[config.mk]
export PLATFORM = sky130hd
export DESIGN_NAME = dtf_scan
export DESIGN_NICKNAME = d
export VERILOG_FILES = /design/src/dtf_pkg.sv /design/src/dtf_scan.sv
export SDC_FILE = /design/constraint.sdc
export NUM_CORES = 1
export LEC_CHECK = 0
export ABC_AREA = 1
export BUFFER_PORTS_ARGS = -buffer_cell sky130_fd_sc_hd__buf_2
export CORE_ASPECT_RATIO = 0.5
export CORE_MARGIN = 1.5
export CORE_UTILIZATION = 40
export DETAILED_ROUTE_END_ITERATION = 6
export REMOVE_ABC_BUFFERS = 1
export SETUP_SLACK_MARGIN = 0.4
export SYNTH_ARGS = -nofsm -noshare
export SYNTH_HDL_FRONTEND = slang
export SYNTH_SLANG_ARGS = --single-unit
[constraint.sdc]
create_clock -name clk -period 5.69 [get_ports clk]
set_clock_uncertainty 0.15 [all_clocks]
set_input_delay 0.2845 -clock clk [delete_from_list [all_inputs] [get_ports clk]]
set_output_delay 0.2845 -clock clk [all_outputs]
set_load 0.05 [all_outputs]
[src/dtf_pkg.sv]
// ----------------------------------------------------------------------------
// dtf_pkg
// Shared widths, character codes, register indexes and power-of-ten tables
// for the decimal text to fixed-point parser.
// ----------------------------------------------------------------------------
package dtf_pkg;

	localparam int GLYPH_W          = 16;
	localparam int DEC_W            = 5;
	localparam int VAL_W            = 64;
	localparam int ACC_W            = 63;
	localparam int POW_W            = 60;
	localparam int MAX_DECIMALS_DEF = 18;

	localparam logic [ACC_W-1:0]   ACC_MAX    = {ACC_W{1'b1}};
	localparam logic [GLYPH_W-1:0] CH_ZERO    = 16'h0030;
	localparam logic [GLYPH_W-1:0] CH_NINE    = 16'h0039;
	localparam logic [GLYPH_W-1:0] CH_MINUS   = 16'h002D;
	localparam logic [GLYPH_W-1:0] PERIOD_RST = 16'h002E;

	typedef enum logic [1:0] {
		REG_PERIOD    = 2'd0,
		REG_DECIMALS  = 2'd1,
		REG_RANGE_MIN = 2'd2,
		REG_RANGE_MAX = 2'd3
	} cfg_reg_t;

	// Everything the scaling pipeline needs once a string has ended.
	typedef struct packed {
		logic             nonempty;
		logic             neg;
		logic             modified;
		logic [DEC_W-1:0] scale;
		logic [ACC_W-1:0] acc;
	} dtf_snap_t;

	function automatic logic [POW_W-1:0] pow10(input logic [DEC_W-1:0] k);
		logic [POW_W-1:0] r;
		case (k)
			5'd1:    r = 60'd10;
			5'd2:    r = 60'd100;
			5'd3:    r = 60'd1000;
			5'd4:    r = 60'd10000;
			5'd5:    r = 60'd100000;
			5'd6:    r = 60'd1000000;
			5'd7:    r = 60'd10000000;
			5'd8:    r = 60'd100000000;
			5'd9:    r = 60'd1000000000;
			5'd10:   r = 60'd10000000000;
			5'd11:   r = 60'd100000000000;
			5'd12:   r = 60'd1000000000000;
			5'd13:   r = 60'd10000000000000;
			5'd14:   r = 60'd100000000000000;
			5'd15:   r = 60'd1000000000000000;
			5'd16:   r = 60'd10000000000000000;
			5'd17:   r = 60'd100000000000000000;
			5'd18:   r = 60'd1000000000000000000;
			default: r = 60'd1;
		endcase
		return r;
	endfunction

	// Largest accumulator value that can be scaled by pow10(k) without overflow.
	function automatic logic [ACC_W-1:0] scale_limit(input logic [DEC_W-1:0] k);
		logic [ACC_W-1:0] r;
		case (k)
			5'd1:    r = 63'd922337203685477580;
			5'd2:    r = 63'd92233720368547758;
			5'd3:    r = 63'd9223372036854775;
			5'd4:    r = 63'd922337203685477;
			5'd5:    r = 63'd92233720368547;
			5'd6:    r = 63'd9223372036854;
			5'd7:    r = 63'd922337203685;
			5'd8:    r = 63'd92233720368;
			5'd9:    r = 63'd9223372036;
			5'd10:   r = 63'd922337203;
			5'd11:   r = 63'd92233720;
			5'd12:   r = 63'd9223372;
			5'd13:   r = 63'd922337;
			5'd14:   r = 63'd92233;
			5'd15:   r = 63'd9223;
			5'd16:   r = 63'd922;
			5'd17:   r = 63'd92;
			5'd18:   r = 63'd9;
			default: r = ACC_MAX;
		endcase
		return r;
	endfunction

endpackage

[src/dtf_scan.sv]
// ----------------------------------------------------------------------------
// dtf_scan
// Per-character parse state: digit accumulation with saturation, separator
// window and sign tracking. Hands a snapshot on at the end of each string.
// ----------------------------------------------------------------------------
module dtf_scan (
	input  logic                        clk,
	input  logic                        arst_n,
	input  logic                        fire,
	input  logic [dtf_pkg::GLYPH_W-1:0] glyph,
	input  logic                        has_glyph,
	input  logic                        last,
	input  logic [dtf_pkg::GLYPH_W-1:0] period,
	input  logic [dtf_pkg::DEC_W-1:0]   dec_eff,
	output dtf_pkg::dtf_snap_t          snap,
	output logic                        snap_load
);
	import dtf_pkg::*;

	localparam logic [DEC_W-1:0] WIN_MAX = {DEC_W{1'b1}};

	logic [ACC_W-1:0] acc_q, n_acc;
	logic             sat_q, n_sat;
	logic             seen_q, n_seen;
	logic [DEC_W-1:0] after_q, n_after;
	logic [DEC_W-1:0] window_q, n_window;
	logic             minus_q, n_minus;
	logic             first_q, n_first;
	logic             trunc_q, n_trunc;
	logic [ACC_W+3:0] times10;
	logic             is_digit;
	logic [DEC_W-1:0] nd;

	assign times10 = (ACC_W+4)'({acc_q, 3'b000}) + (ACC_W+4)'({acc_q, 1'b0})
		+ (ACC_W+4)'(glyph[3:0]);
	assign is_digit = (glyph >= CH_ZERO) && (glyph <= CH_NINE);

	always_comb begin
		logic skip;
		skip     = 1'b0;
		n_acc    = acc_q;
		n_sat    = sat_q;
		n_seen   = seen_q;
		n_after  = after_q;
		n_window = window_q;
		n_minus  = minus_q;
		n_first  = first_q;
		n_trunc  = trunc_q;
		if (has_glyph) begin
			if (!first_q) begin
				n_first = 1'b1;
				n_minus = (glyph == CH_MINUS);
			end
			if (!sat_q) begin
				// Once a separator is seen, only dec_eff more characters are kept.
				if (seen_q) begin
					n_window = (window_q == WIN_MAX) ? window_q : window_q + 1'b1;
					if (n_window > dec_eff) begin
						n_trunc = 1'b1;
						skip    = 1'b1;
					end
				end
				if (!skip) begin
					if (glyph == CH_MINUS) begin
						if (seen_q) n_after = after_q + 1'b1;
					end else if (glyph == period) begin
						n_seen  = 1'b1;
						n_after = '0;
					end else begin
						if (seen_q) n_after = after_q + 1'b1;
						if (is_digit) begin
							if (|times10[ACC_W+3:ACC_W]) begin
								n_acc = ACC_MAX;
								n_sat = 1'b1;
							end else begin
								n_acc = times10[ACC_W-1:0];
							end
						end
					end
				end
			end
		end
	end

	assign nd = n_seen ? n_after : '0;

	always_comb begin
		snap.nonempty = n_first;
		snap.neg      = n_minus;
		snap.modified = n_trunc | n_sat;
		snap.scale    = (nd < dec_eff) ? dec_eff - nd : '0;
		snap.acc      = n_acc;
	end

	assign snap_load = fire && last;

	always_ff @(posedge clk or negedge arst_n) begin
		if (!arst_n) begin
			acc_q    <= '0;
			sat_q    <= 1'b0;
			seen_q   <= 1'b0;
			after_q  <= '0;
			window_q <= '0;
			minus_q  <= 1'b0;
			first_q  <= 1'b0;
			trunc_q  <= 1'b0;
		end else if (fire) begin
			if (last) begin
				acc_q    <= '0;
				sat_q    <= 1'b0;
				seen_q   <= 1'b0;
				after_q  <= '0;
				window_q <= '0;
				minus_q  <= 1'b0;
				first_q  <= 1'b0;
				trunc_q  <= 1'b0;
			end else begin
				acc_q    <= n_acc;
				sat_q    <= n_sat;
				seen_q   <= n_seen;
				after_q  <= n_after;
				window_q <= n_window;
				minus_q  <= n_minus;
				first_q  <= n_first;
				trunc_q  <= n_trunc;
			end
		end
	end

`ifndef SYNTHESIS
	a_clear_after_last: assert property (@(posedge clk) disable iff (!arst_n)
		fire && last |=> acc_q == '0 && !first_q && !sat_q && !seen_q)
		else $error("parse state not cleared after the last character");

	a_sat_pins_acc: assert property (@(posedge clk) disable iff (!arst_n)
		sat_q |-> acc_q == ACC_MAX)
		else $error("saturated flag set with accumulator below maximum");

	a_window_idle: assert property (@(posedge clk) disable iff (!arst_n)
		!seen_q |-> window_q == '0 && after_q == '0)
		else $error("decimal counters moved before a separator");
`endif

endmodule

==> results.cfg, run 1 <==
[status]
outcome = finished, final reports clean

[clock_network]
cts_buffers = 9
post_cts_buffers = 0
clk_latency_ns = 0.38
cts_root_buffer = clkbuf_16
clkTransAtPathRegs_ns = 0.07
htreeDepth = 3
cts_tree = built
cts_buffer_depth = 2
cts.sinks = 78

[floorplanning]
die_h_um = 122
die_area_sq_mm = 0.0296
initial_utilization_pct = 40.9
die_w_um = 242
rows = 43
ios = 114
core-area_sq_mm = 0.0279

[global_route]
gr-usage-all-layers_pct = 25.3
grt_pass1_wl_mm = 58.0
grt_antenna_before_repair = 1
grt_max_degree = 66
grt_pass1_vias = 10600
overflow = 0

[route]
drt-initial-drc-count = 1051
dr_total_vias = 11800
first_pass_iters = 6
drt-vias-per-instance = 4.93
wl_mm = 36.8
drc = 0
detail-route-antenna-nets = 0
wl_per_cell_um = 15.4

[cells_and_area]
final_cell_area_sq_mm = 0.0126
drive_gt1_share_pct = 12.2
area_delta_synth_final_pct = 10.9
fin_nets = 2189
diodes = 0

[sta]
hold_violations = 0
worst_pin_slew_ns = 0.819
slew_viol_final = 0
fin_crit_sh_pct = 86.8
slew_headroom_pct = 44.8
timing.final.crit_period_ns = 4.94
timing.hold.ws_ns = 0.137
finalSetupViolCount = 0
fin_setup_tns_ns = 0
max_freq_ghz = 0.203
rsz0062_at_grt = no

[synthesis]
synth_area_per_cell_sq_um = 5.96
synth_top_area_cell = nand2_1
yosysSeqAreaShare_pct = 17.1
syn_inst = 1911
synth_edf_count = 0
synth_area_sq_mm = 0.0114
yosysUniqueCellTypes = 39
async_reset_ff_share_pct = 100
yosys_register_bits = 78
yosys_most_used_dff = dfrtp_1
ys.warnings.count = 0
synth.top_cell.area_share_pct = 21.6
synth_area_leaders = nand2_1 (22%), dfrtp_1 (17%), ha_1 (15%)

[min_path]
hold_path_class = in2reg
hp-start = last
hold_path_end = window_q[2]
hold_depth = 4

[flow_run]
max_cap_viol_count = 0

[worst_setup_path]
cpMostUsedCell = nor2_1
worstPathMaxFanout = 5
end_kind = output port
critical_path_arrival_ns = 4.50
max_stage_delay_ns = 0.39
r2r-end = acc_q[30]
cp_slowest_cell = dfrtp_1
required_ns = 5.26
crit_path_start_kind = flip-flop
critical_path_class = reg2out
reg2reg_from = acc_q[0]
regToRegSetupSlack_ns = 1.51
r2r_cells = 17

[placed_design]
port_buffers = 113
place_area_sq_mm = 0.0123
dpl.hpwl_mm = 30.2
gp_congestion = 0.998

[pwr]
power_density_mw_per_mm2 = 103
vdd_drop_max_mv = 0.150
p_leak_nw = 7.97
## how the worst max path moves through the flow
stage	startpoint	endpoint	slack (ns)	cells past startpoint
floorplan	window_q[0]	snap[58]	0.54	20
global placement	window_q[0]	snap[66]	0.92	28
detailed placement	window_q[0]	snap[66]	0.85	28
CTS	window_q[0]	snap[66]	0.43	28
global route	window_q[0]	snap[66]	0.37	28
finish	window_q[0]	snap[66]	0.75	28
## sequential cells by signal, summed over array words and instances, names as in the netlist
name,count
acc_q,63
after_q,5
first_q,1
minus_q,1
sat_q,1
seen_q,1
trunc_q,1
window_q,5
## what timing repair did
| item | 4_1_cts | 5_1_grt |
|---|---|---|
| endpoints found under the setup margin | 0 | 5 |
| endpoints found under the hold margin | 34 | 0 |
| hold buffers | 1 | 0 |
| gates resized for setup | 0 | 6 |
## power by group
part | switching, W | total, W | internal, W
clock | 0.000278 | 0.000628 | 0.000350
sequential | 0.000000864 | 0.000557 | 0.000556
combinational | 0.0000838 | 0.000119 | 0.0000353
## critical path: cells and delay by family (launching register included)
| family | cells | cell delay [ns] |
|---|---|---|
| AOI/OAI and AO/OA | 7 | 1.06 |
| adders and majority gates | 3 | 0.78 |
| buffers and inverters | 5 | 0.50 |
| DFF | 1 | 0.39 |
| and+or+nand+nor | 13 | 1.40 |
## cells in the final DEF (no fill, tap or decap), types with 6 or more instances in the layout
master     count
a21oi_1       84
and2_1        14
buf_2        111
buf_4          7
clkbuf_16      9
dfrtp_1       78
ha_1         137
inv_1        328
nand2_1      655
nand2_2        8
nand3_1      149
nand3_2       23
nand3b_1       6
nand4_1       15
nor2_1       144
nor2_2        10
nor3_1        26
o21ai_0       25
o21bai_1      14
or2_2         61
xnor2_1       38
xor2_1        22
## routing by layer
metal | routed length [um] | up-vias | GRT usage [%]
li1 | - | 6153 | -
met3 | 3080 | 23 | 5.84
met4 | 427 | 0 | 4.57
met2 | 13800 | 356 | 35.3
met5 | 0 | - | 0
met1 | 19500 | 5258 | 39.0
## per-stage QoR
stage               util (%)  power [W]  std cells  setup slack [ns]
finish                  45.3    0.00130       2393             0.752
global placement        44.2   0.000686       2377             0.920
detailed placement      44.2   0.000687       2377             0.854
CTS                     45.3    0.00132       2393             0.429
global route            45.3    0.00135       2393             0.367
floorplan                  -   0.000629       1876             0.544
## synth_stat cells (6+ instances only)
master,instances
nand4_1,15
a21oi_1,84
nor2_2,9
xor2_1,22
nand3_1,149
nor3_1,26
and2_1,14
nand3b_1,6
nand2_2,7
xnor2_1,38
nor2_1,147
nand2_1,656
o21bai_1,14
or2_2,61
ha_1,137
buf_6,6
nand3_2,23
o21ai_0,26
inv_1,329
clkbuf_1,22
dfrtp_1,78
## logic make-up (layout without fill, tap and decap cells)
logic type / after synthesis / count (layout) / synth area share, %
compound gates: 143 / 143 / 6.93
xor+xnor: 60 / 60 / 4.61
fa+ha+maj: 140 / 140 / 15.6
buf+inv: 367 / 467 / 12.7
flops: 78 / 78 / 17.1
simple gates: 1123 / 1123 / 43.1
## cell type report
cell class,count,area [sq um]
inverter,332,1250
fill,3196,15200
sequential,78,1950
timing repair buffer,120,638
clock inverter,5,58.8
multi-input combinational,1466,8030
tap,382,478
clock buffer,10,239
Note: power is estimated with default switching activity, not from simulation.
==> inputs of run 2 (changes only) <==
==> constraint.sdc (replaced) <==
create_clock -name clk -period 5.69 [get_ports clk]
set_clock_uncertainty 0.15 [all_clocks]
set_input_delay 0.2845 -clock clk [delete_from_list [all_inputs] [get_ports clk]]
set_output_delay 0.2845 -clock clk [all_outputs]
set_load 0.02 [all_outputs]
==> results.cfg, run 2 (synthesized netlist as in run 1, its figures left out) <==
[cells_and_area]
largest_register_ffs = 63
layout.area.seq_sq_mm = 0.00195
top_register = acc_q
final_common_cell = nand2_1
fin_nets = 2191
diodes = 0
reg_top3 = acc_q: 63 flops, after_q: 5 flops, window_q: 5 flops
final_cell_mix = nand2_1 (655), inv_1 (327), nand3_1 (148)
final_cell_area_sq_mm = 0.0127
nFillCells = 3132
area_delta_synth_final_pct = 11.9
multi_input_area_sq_mm = 0.00808
drive_gt1_share_pct = 12.8

[floorplanning]
die_w_um = 242
die_h_um = 122
core-area_sq_mm = 0.0279
rows = 43
ios = 114
die_area_sq_mm = 0.0296
initial_utilization_pct = 40.9

[sta]
max_freq_ghz = 0.203
worst_pin_slew_ns = 0.785
rsz0062_at_grt = no
finalSetupViolCount = 0
fin_crit_sh_pct = 86.4
timing.final.crit_period_ns = 4.92
slew_viol_final = 0
fin_setup_tns_ns = 0
hold_violations = 0
slew_headroom_pct = 47.1

[route]
dr_total_vias = 11900
wl_per_cell_um = 15.6
drc = 0
drt-vias-per-instance = 4.97
first_pass_iters = 6
wl_mm = 37.3
detail-route-antenna-nets = 0
drt-initial-drc-count = 1042

[global_route]
grt_pass1_wl_mm = 58.5
overflow = 0
grt_pass1_vias = 10700
gr-usage-all-layers_pct = 25.7
grt_max_degree = 66
grt_antenna_before_repair = 1

[status]
outcome = finished, final reports clean

[placed_design]
place_area_sq_mm = 0.0123
dpl.hpwl_mm = 30.4
port_buffers = 113
gp_congestion = 0.986

[clock_network]
cts_root_buffer = clkbuf_16
cts_buffers = 9
cts_tree = built
cts_buffer_depth = 2
htreeDepth = 3
clk_latency_ns = 0.39
clkTransAtPathRegs_ns = 0.07
cts.sinks = 78

[pwr]
power_density_mw_per_mm2 = 108
vdd_drop_max_mv = 0.155
p_leak_nw = 8.00

[min_path]
hp-start = last
hold_path_class = in2reg

[worst_setup_path]
cp-startpoint = window_q[0]
regToRegSetupSlack_ns = 1.52
max_stage_delay_ns = 0.39
cp_slowest_cell = dfrtp_1
crit_path_start_kind = flip-flop
end_kind = output port
worstPathMaxFanout = 5
reg2reg_from = acc_q[0]
required_ns = 5.26
critical_path_arrival_ns = 4.48
critical_path_class = reg2out

[flow_run]
max_cap_viol_count = 0
[run 2: cell types whose count changed in the layout (fill, tap and decap cells not counted), moves of 2 or more]
cell       delta
buf_4         +2
clkbuf_1      +2
nor2_1        -3
nor2_2        +2
bufinv_16     +2
[run 2: power by group]
group	leakage (nW)	total [W]	switching (W)	internal (W)
Combinational	6.75	0.000112	0.0000746	0.0000376
Clock	0.160	0.000711	0.000280	0.000431
Sequential	1.09	0.000557	0.000000931	0.000556
Total	8.00	0.00138	0.000356	0.00102
[run 2: critical path, delay by kind of cell, from the launching register on]
| family | cells | cell delay, ns |
|---|---|---|
| fa+ha+maj | 3 | 0.77 |
| compound gates | 7 | 0.87 |
| buf+inv | 5 | 0.44 |
| flops | 1 | 0.39 |
| simple gates | 13 | 1.63 |
[run 2: timing repair]
item,4_1_cts,5_1_grt
buffers inserted,0,2
endpoints found under the setup margin,1,5
endpoints found under the hold margin,34,0
pin swaps,0,6
resized for setup,1,18
hold buffers,1,0
[run 2: layer usage]
metal	part of all wire [%]	GRT usage (%)	vias up	wire, um
li1	-	-	6167	-
met1	53	39.8	5333	19600
met2	38	35.8	376	14200
met3	8.3	5.77	29	3110
met4	1.0	4.57	0	391
met5	0	0	-	0
[run 2: worst paths after layout]
path                               end  cells after the start
max                           snap[66]                     28
min                        window_q[1]                      4
max reg2reg                  acc_q[30]                     17
min reg2reg                    minus_q                      1
max in group asynchronous    acc_q[52]                      3
min in group asynchronous     acc_q[6]                      2
[run 2: area by class of cell]
class | count | share of cell area [%]
timing repair buffer | 122 | 5.12
inverter | 332 | 9.78
multi-input combinational | 1466 | 63.4
tap | 382 | 3.75
clock buffer | 11 | 1.83
sequential | 78 | 15.3
clock inverter | 5 | 0.834
[run 2: stage by stage]
| step | util [%] | power, W | worst slack [ns] | hold slack (ns) | instances |
|---|---|---|---|---|---|
| 2_1_floorplan | - | 0.000617 | 0.644 | -0.161 | 1876 |
| 3_3_place_gp | 44.2 | 0.000674 | 0.967 | 0.132 | 2377 |
| 3_5_place_dp | 44.2 | 0.000674 | 0.835 | 0.134 | 2377 |
| 4_1_cts | 45.5 | 0.00139 | 0.498 | 0.115 | 2394 |
| 5_1_grt | 45.7 | 0.00143 | 0.434 | 0.142 | 2396 |
| 6_report | 45.7 | 0.00138 | 0.771 | 0.127 | 2396 |
